===== src/design/rkc_pkg.sv =====
// Shared constants and types for the rotor keyed byte cipher.
`default_nettype none
package rkc_pkg;

  localparam int CFG_DATA_W  = 64;
  localparam int CFG_INDEX_W = 2;
  localparam int LEN_W       = 4;
  localparam int POS_W       = 4;

  localparam logic [CFG_INDEX_W-1:0] REG_KEY_BYTES  = 2'd0;
  localparam logic [CFG_INDEX_W-1:0] REG_KEY_LENGTH = 2'd1;
  localparam logic [CFG_INDEX_W-1:0] REG_DIRECTION  = 2'd2;

  localparam logic [1:0] DIR_PASS    = 2'd0;
  localparam logic [1:0] DIR_ENCRYPT = 2'd1;
  localparam logic [1:0] DIR_DECRYPT = 2'd2;

  localparam logic MODE_DATA    = 1'b0;
  localparam logic MODE_RESTART = 1'b1;

  localparam logic [7:0] STEP_SMALL_INIT = 8'd1;
  localparam logic [3:0] STEP_LARGE_INIT = 4'd1;
  localparam logic [3:0] KEY_LENGTH_INIT = 4'd8;

  typedef struct packed {
    logic [LEN_W-1:0] key_length;
    logic [1:0]       direction;
  } cfg_t;

endpackage
`default_nettype wire


===== src/design/rkc_item_if.sv =====
// Input item channel: mode and data byte with valid/ready.
`default_nettype none
interface rkc_item_if;
  logic       valid;
  logic       ready;
  logic       mode;
  logic [7:0] data_byte;

  modport source (output valid, output mode, output data_byte, input ready);
  modport sink (input valid, input mode, input data_byte, output ready);
endinterface
`default_nettype wire


===== src/design/rkc_result_if.sv =====
// Result item channel: processed byte with valid/ready.
`default_nettype none
interface rkc_result_if;
  logic       valid;
  logic       ready;
  logic [7:0] result_byte;

  modport source (output valid, output result_byte, input ready);
  modport sink (input valid, input result_byte, output ready);
endinterface
`default_nettype wire


===== src/design/rkc_cfg.sv =====
// Configuration registers with effective key length clamp.
`default_nettype none
module rkc_cfg
  import rkc_pkg::*;
#(
  parameter int KEY_BYTES = 8
) (
  input  wire logic                   clk,
  input  wire logic                   rst,
  input  wire logic                   cfg_we,
  input  wire logic [CFG_INDEX_W-1:0] cfg_index,
  input  wire logic [CFG_DATA_W-1:0]  cfg_data,
  output      logic [8*KEY_BYTES-1:0] key,
  output      cfg_t                   cfg
);

  logic [LEN_W-1:0] key_length;
  logic [1:0]       direction;

  always_ff @(posedge clk) begin
    if (rst) begin
      key        <= '0;
      key_length <= KEY_LENGTH_INIT;
      direction  <= DIR_PASS;
    end else if (cfg_we) begin
      unique case (cfg_index)
        REG_KEY_BYTES:  key        <= cfg_data[8*KEY_BYTES-1:0];
        REG_KEY_LENGTH: key_length <= cfg_data[LEN_W-1:0];
        REG_DIRECTION:  direction  <= cfg_data[1:0];
        default: ;
      endcase
    end
  end

  always_comb begin
    cfg.direction = direction;
    if (key_length == '0) begin
      cfg.key_length = LEN_W'(1);
    end else if (key_length > LEN_W'(KEY_BYTES)) begin
      cfg.key_length = LEN_W'(KEY_BYTES);
    end else begin
      cfg.key_length = key_length;
    end
  end

endmodule
`default_nettype wire


===== src/design/rkc_core.sv =====
// Keystream state, rotor stepping and byte add/subtract.
`default_nettype none
module rkc_core
  import rkc_pkg::*;
#(
  parameter int KEY_BYTES = 8
) (
  input  wire logic                   clk,
  input  wire logic                   rst,
  input  wire logic                   fire,
  input  wire logic                   mode,
  input  wire logic [7:0]             data_byte,
  input  wire logic [8*KEY_BYTES-1:0] key,
  input  wire cfg_t                   cfg,
  output      logic [7:0]             result_byte
);

  logic [7:0]       step_small,  step_small_next;
  logic [3:0]       step_large,  step_large_next;
  logic [7:0]       rotor,       rotor_next;
  logic [POS_W-1:0] key_position, key_position_next;

  logic [7:0] ks;
  logic [7:0] rotor_shift;
  logic [7:0] byte_at_pos;
  logic       active;
  logic       wrap;

  assign active = (cfg.direction == DIR_ENCRYPT) || (cfg.direction == DIR_DECRYPT);
  assign ks     = step_small + {step_large, 4'h0};

  always_comb begin
    byte_at_pos = 8'h00;
    for (int i = 0; i < KEY_BYTES; i++) begin
      if (key_position == POS_W'(i)) begin
        byte_at_pos = key[8*i +: 8];
      end
    end
  end

  always_comb begin
    if (cfg.direction == DIR_ENCRYPT) begin
      result_byte = data_byte + ks;
    end else if (cfg.direction == DIR_DECRYPT) begin
      result_byte = data_byte - ks;
    end else begin
      result_byte = data_byte;
    end
  end

  assign rotor_shift = rotor >> 2;
  assign wrap = (key_position >= cfg.key_length) || (byte_at_pos == 8'h00);

  always_comb begin
    step_small_next   = step_small;
    step_large_next   = step_large;
    rotor_next        = rotor;
    key_position_next = key_position;
    if (mode == MODE_RESTART) begin
      step_small_next   = STEP_SMALL_INIT;
      step_large_next   = STEP_LARGE_INIT;
      rotor_next        = key[7:0];
      key_position_next = POS_W'(1);
    end else if (active) begin
      step_small_next = rotor[0] ? step_small + 8'd1 : step_small - 8'd1;
      step_large_next = rotor[1] ? step_large + 4'd1 : step_large - 4'd1;
      rotor_next      = rotor_shift;
      if (rotor_shift == 8'h00) begin
        // reload from the key, wrap to byte zero at the end or at a zero byte
        if (wrap) begin
          rotor_next        = key[7:0];
          key_position_next = POS_W'(1);
        end else begin
          rotor_next        = byte_at_pos;
          key_position_next = key_position + POS_W'(1);
        end
      end
    end
  end

  always_ff @(posedge clk) begin
    if (rst) begin
      step_small   <= STEP_SMALL_INIT;
      step_large   <= STEP_LARGE_INIT;
      rotor        <= '0;
      key_position <= '0;
    end else if (fire) begin
      step_small   <= step_small_next;
      step_large   <= step_large_next;
      rotor        <= rotor_next;
      key_position <= key_position_next;
    end
  end

  a_restart_loads: assert property (@(posedge clk) disable iff (rst)
    fire && mode == MODE_RESTART |=> step_small == STEP_SMALL_INIT
      && step_large == STEP_LARGE_INIT && key_position == POS_W'(1))
    else $error("restart did not reload the keystream");

  a_pass_holds: assert property (@(posedge clk) disable iff (rst)
    fire && mode == MODE_DATA && !active |=> $stable(step_small)
      && $stable(step_large) && $stable(rotor) && $stable(key_position))
    else $error("keystream state moved in pass through");

  a_rotor_loaded: assert property (@(posedge clk) disable iff (rst)
    fire && mode == MODE_DATA && active |=> rotor != 8'h00 || $past(key[7:0]) == 8'h00)
    else $error("rotor left empty after a step");

endmodule
`default_nettype wire


===== src/design/rotor_keyed_byte_cipher.sv =====
// Top level of the rotor keyed byte cipher: input register, core and result register.
// A data item's result is registered in the result register when the core fires.
// One item per cycle unless results stall; each ciphered item steps the keystream.
// A restart item gives no result and never waits on the result register.
// Reset (synchronous, active high) clears the registers to key 0, length 8,
// direction pass, and the keystream to rx 1, ry 16, rotor 0, position 0.
`default_nettype none
module rotor_keyed_byte_cipher
  import rkc_pkg::*;
#(
  parameter int KEY_BYTES = 8
) (
  input  wire logic                   clk,
  input  wire logic                   rst,
  rkc_item_if.sink                    items,
  rkc_result_if.source                results,
  input  wire logic                   cfg_we,
  input  wire logic [CFG_INDEX_W-1:0] cfg_index,
  input  wire logic [CFG_DATA_W-1:0]  cfg_data
);

  logic [8*KEY_BYTES-1:0] key;
  cfg_t                   cfg;

  logic       s1_valid;
  logic       s1_mode;
  logic [7:0] s1_data;
  logic       fire;
  logic       out_valid;
  logic [7:0] out_result;
  logic [7:0] core_result;

  rkc_cfg #(.KEY_BYTES(KEY_BYTES)) u_cfg (
    .clk       (clk),
    .rst       (rst),
    .cfg_we    (cfg_we),
    .cfg_index (cfg_index),
    .cfg_data  (cfg_data),
    .key       (key),
    .cfg       (cfg)
  );

  rkc_core #(.KEY_BYTES(KEY_BYTES)) u_core (
    .clk         (clk),
    .rst         (rst),
    .fire        (fire),
    .mode        (s1_mode),
    .data_byte   (s1_data),
    .key         (key),
    .cfg         (cfg),
    .result_byte (core_result)
  );

  assign fire = s1_valid && (s1_mode == MODE_RESTART || !out_valid || results.ready);
  assign items.ready = !s1_valid || fire;

  always_ff @(posedge clk) begin
    if (rst) begin
      s1_valid <= 1'b0;
    end else if (items.ready) begin
      s1_valid <= items.valid;
    end
  end

  always_ff @(posedge clk) begin
    if (items.valid && items.ready) begin
      s1_mode <= items.mode;
      s1_data <= items.data_byte;
    end
  end

  always_ff @(posedge clk) begin
    if (rst) begin
      out_valid <= 1'b0;
    end else if (fire && s1_mode == MODE_DATA) begin
      out_valid <= 1'b1;
    end else if (results.ready) begin
      out_valid <= 1'b0;
    end
  end

  always_ff @(posedge clk) begin
    if (fire && s1_mode == MODE_DATA) begin
      out_result <= core_result;
    end
  end

  assign results.valid       = out_valid;
  assign results.result_byte = out_result;

  a_data_gives_result: assert property (@(posedge clk) disable iff (rst)
    fire && s1_mode == MODE_DATA |=> out_valid)
    else $error("data item produced no result");

  a_no_overwrite: assert property (@(posedge clk) disable iff (rst)
    out_valid && !results.ready |-> !(fire && s1_mode == MODE_DATA))
    else $error("stalled result overwritten");

  a_restart_flows: assert property (@(posedge clk) disable iff (rst)
    s1_valid && s1_mode == MODE_RESTART |-> fire)
    else $error("restart item held by result stall");

endmodule
`default_nettype wire


===== src/flat_wrapper.sv =====
// flat-port wrapper written by rule: the top's interface ports become plain ports
module rotor_keyed_byte_cipher_flat import rkc_pkg::*;
#(
  parameter int KEY_BYTES = 8
)
  (clk, rst, cfg_we, cfg_index, cfg_data, items_valid, items_mode, items_data_byte, items_ready, results_valid, results_result_byte, results_ready);
  rkc_item_if items_i ();
  rkc_result_if results_i ();
  input  wire logic clk;
  input  wire logic rst;
  input  wire logic cfg_we;
  input  wire logic [CFG_INDEX_W-1:0] cfg_index;
  input  wire logic [CFG_DATA_W-1:0] cfg_data;
  input wire logic [$bits(items_i.valid)-1:0] items_valid;
  input wire logic [$bits(items_i.mode)-1:0] items_mode;
  input wire logic [$bits(items_i.data_byte)-1:0] items_data_byte;
  output wire logic [$bits(items_i.ready)-1:0] items_ready;
  output wire logic [$bits(results_i.valid)-1:0] results_valid;
  output wire logic [$bits(results_i.result_byte)-1:0] results_result_byte;
  input wire logic [$bits(results_i.ready)-1:0] results_ready;
  assign items_i.valid = items_valid;
  assign items_i.mode = items_mode;
  assign items_i.data_byte = items_data_byte;
  assign items_ready = items_i.ready;
  assign results_valid = results_i.valid;
  assign results_result_byte = results_i.result_byte;
  assign results_i.ready = results_ready;
  rotor_keyed_byte_cipher #(.KEY_BYTES(KEY_BYTES)) u_core (.clk(clk), .rst(rst), .items(items_i), .results(results_i), .cfg_we(cfg_we), .cfg_index(cfg_index), .cfg_data(cfg_data));
endmodule

===== config.mk =====
export PLATFORM = sky130hd
export DESIGN_NAME = rotor_keyed_byte_cipher_flat
export DESIGN_NICKNAME = d
export VERILOG_FILES = /design/src/design/rkc_pkg.sv /design/src/design/rkc_item_if.sv /design/src/design/rkc_result_if.sv /design/src/design/rkc_cfg.sv /design/src/design/rkc_core.sv /design/src/design/rotor_keyed_byte_cipher.sv /design/src/flat_wrapper.sv
export SDC_FILE = /design/constraint.sdc
export NUM_CORES = 1
export LEC_CHECK = 0
export CAP_MARGIN = 20
export CORE_AREA = 8 8 127 129
export CTS_CLUSTER_SIZE = 16
export DETAILED_ROUTE_END_ITERATION = 7
export DIE_AREA = 0 0 135 137
export DONT_BUFFER_PORTS = 1
export HOLD_SLACK_MARGIN = 0.08
export PLACE_DENSITY = 0.7
export SYNTH_ARGS = -nofsm -noshare
export SYNTH_HDL_FRONTEND = slang
export SYNTH_SLANG_ARGS = --single-unit

===== constraint.sdc =====
create_clock -name clk -period 2.9 [get_ports clk]
set_input_delay 0.145 -clock clk [delete_from_list [all_inputs] [get_ports clk]]
set_output_delay 0.145 -clock clk [all_outputs]
set_load 0.05 [all_outputs]

==> reports/metrics.yaml <==
status: "finished clean"
final-hold-violation-count: 0
fin_crit_sh_pct: 94.9
final_layout_size_suffix_gt1_share_pct: 10.6
cts_buffers: 17
final_max_slew_viol_count: 0
ys_ff_latch: 113
via_per_inst: 5.50
synth.distinct_cells: 63
setup_violations: 0
total_power_mw: 4.53
crit_required_ns: 3.19
leakage_nw: 3.11
root_buffer: "clkbuf_16"
crit_fanout: 12
clk_pin_slew_ns: 0.06
yosysTopAreaCell: "dfxtp_1"
timing.final.crit_period_ns: 2.75
cts_buffer_depth: 2
dr.first_iter.drc_count: 394
synth_cells: 781
ys_seq_area_share_pct: 38.8
routed_wl_mm: 17.3
coreArea_um2: 14200
drt-pass1-iter-count: 5
grt.overflow.total: 0
antenna_found_initial: 0
area_growth_syn_to_layout_pct: 28.7
die_area_um2: 18500
n_antenna_cell: 0
worst_pin_slew_ns: 0.596
fmax_mhz: 363
antenna_left: 0
synth_edf_count: 17
dpl.hpwl_mm: 11.8
grt_pass1_wl_mm: 27.9
place_area_um2: 6550
ios: 90
yosysWarningCount: 0
synthFlopType: "dfxtp_1"
finalClockSkew_ns: 0.0111
hold_depth: 3
peakVddDrop_mv: 0.438
slew_headroom_pct: 60.3
nets: 985
cp.arrival_ns: 3.04
whs_ns: 0.0718
reg2reg_from: "u_core.u_core.key_position[1]"
drc_errors: 0
p_per_area_nw_per_um2: 562
cts_tree: "done"
end_kind: "register"
io_buffers: 0
grt_max_degree: 98
endpoint: "u_core.u_core.rotor[5]"
globalplace.congestion: 0.897
r2r_cells: 11
criticalPathCategory: "register to register"
start_util_pct: 44.1
dieHeight_um: 137
syn-cell-area_um2: 6260
cp-startpoint: "u_core.u_core.key_position[1]"
die_width_um: 135
insertion_delay_ns: 0.42
cts.sinks: 113
core.rowCount: 44
syn_nets: 901
routedWlPerCell_um: 16.3
synth_top_area_share_pct: 30.7
ys_async_sr_fraction_pct: 0
timing.setup.tns_ns: 0
cts_max_level: 4
grt_pass1_vias: 5704
drv_cap: 0
hold_class: "input pin to register"
syn_avg_cell_area_um2: 8.02
startpoint_type: "register"
grtUsageTotal_pct: 18.8
r2r_end: "u_core.u_core.rotor[5]"
regToRegSetupSlack_ns: 0.15
via_count: 5846
stdcell_area_um2: 8060
synth.top_cells.by_area: "dfxtp_1 31%, nand2_1 9.8%, a21oi_1 8.5%"
worst max-delay path, stage by stage, from the launching register on:
cell and delay [ns]:
dfxtp_2 0.36, inv_2 0.10, ha_4 0.18, buf_6 0.16
nor2b_1 0.08, a221oi_2 0.20, o22a_1 0.22, o221ai_1 0.13
or4_4 0.60, or2_4 0.26, a221oi_2 0.26, nor4b_2 0.07
layer usage:
metal	track usage, %	share of wire, %	up-vias
li1	-	-	2896
met1	21.5	42	2726
met2	33.1	51	190
met3	4.85	4.5	34
met4	7.28	2.3	0
met5	0	0	-
layout make-up:
cell class / count / area, µm²
Clock buffer: 22 / 487
Timing Repair Buffer: 108 / 1020
Sequential cell: 113 / 2430
Inverter: 39 / 146
Clock inverter: 10 / 145
Multi-Input combinational cell: 586 / 3590
Tap cell: 184 / 230
Fill cell: 1286 / 6150
placed cells by master, fill, tap and decap left out, types with 4 or more instances in the layout:
cell type        n
nand2_1        163
a21oi_1        106
dfxtp_1         94
dlygate4sd3_1   75
nor2_1          60
inv_1           35
o21ai_0         34
ha_1            31
buf_4           31
clkbuf_16       19
edfxtp_1        17
a21o_1          11
nor2b_1         10
o211ai_1        10
mux2i_1         10
o22ai_1          9
a22oi_1          9
xnor2_1          8
nand2b_1         8
nand3b_1         7
nor3_1           6
o21a_1           5
xor2_1           5
or3_1            5
a221oi_2         5
a221oi_1         5
o221ai_1         5
fa_1             5
and3_1           4
a2bb2oi_1        4
inv_2            4
o21ai_1          4
a211oi_1         4
Yosys cell counts, types with 9 or more instances:
cell and n:
a21o_1 11, a21oi_1 106, a22oi_1 9, buf_2 9, clkbuf_1 27, dfxtp_1 96, edfxtp_1 17, ha_1 35
inv_1 37, mux2i_1 10, nand2_1 163, nor2_1 60, nor2b_1 11, o211ai_1 10, o21ai_0 35, o22ai_1 9
worst min path at each step:
stage                        from                         to  slack, ns
3_5_place_dp                  rst       u_core.results.valid       0.22
3_3_place_gp                  rst       u_core.results.valid       0.22
4_1_cts              cfg_index[1]  u_core.u_cfg.direction[1]       0.08
2_1_floorplan  items_data_byte[0]          u_core.s1_data[0]       0.24
5_1_grt              cfg_index[1]  u_core.u_cfg.direction[1]       0.09
6_report             cfg_index[1]  u_core.u_cfg.direction[1]       0.07
metrics by stage:
step	worst slack, ns	cells	util [%]
2_1_floorplan	0.233	781	-
3_3_place_gp	0.0677	954	46.1
3_5_place_dp	0.0372	954	46.1
4_1_cts	0.0304	1062	56.0
5_1_grt	-0.0103	1062	56.7
6_report	0.148	1062	56.7
cell families after synthesis:
group,after synthesis,synth area share [%]
muxes,10,1.60
buffers and inverters,82,5.40
AOI/OAI and AO/OA,239,23.9
and+or+nand+nor,284,19.8
DFF,113,38.8
xor gates and xnor gates,13,1.82
adders and majority gates,40,8.59
sequential cells by signal, summed over array words and instances (netlist names):
register	cells
u_core.u_cfg.key	64
u_core.results.result_byte	8
u_core.s1_data	8
u_core.u_core.rotor	8
u_core.u_core.step_small	8
u_core.u_cfg.key_length	4
u_core.u_core.key_position	4
u_core.u_core.step_large	4
u_core.u_cfg.direction	2
u_core.results.valid	1
u_core.s1_mode	1
u_core.s1_valid	1
where the power goes:
part	leakage, nW	internal (mW)	switching (mW)
registers	0.942	1.65	0.0613
logic	1.85	0.275	0.312
clock network	0.310	1.46	0.765
total	3.11	3.39	1.14
repair_timing:
action / CTS / global route
hold endpoints to repair: 107 / 0
hold buffers: 76 / 0
setup endpoints to repair: 1 / 12
pin swaps: 0 / 8
buffers inserted: 0 / 0
cloned: 0 / 0
gates resized for setup: 1 / 22
No activity file was read; power rests on OpenSTA's default activity.
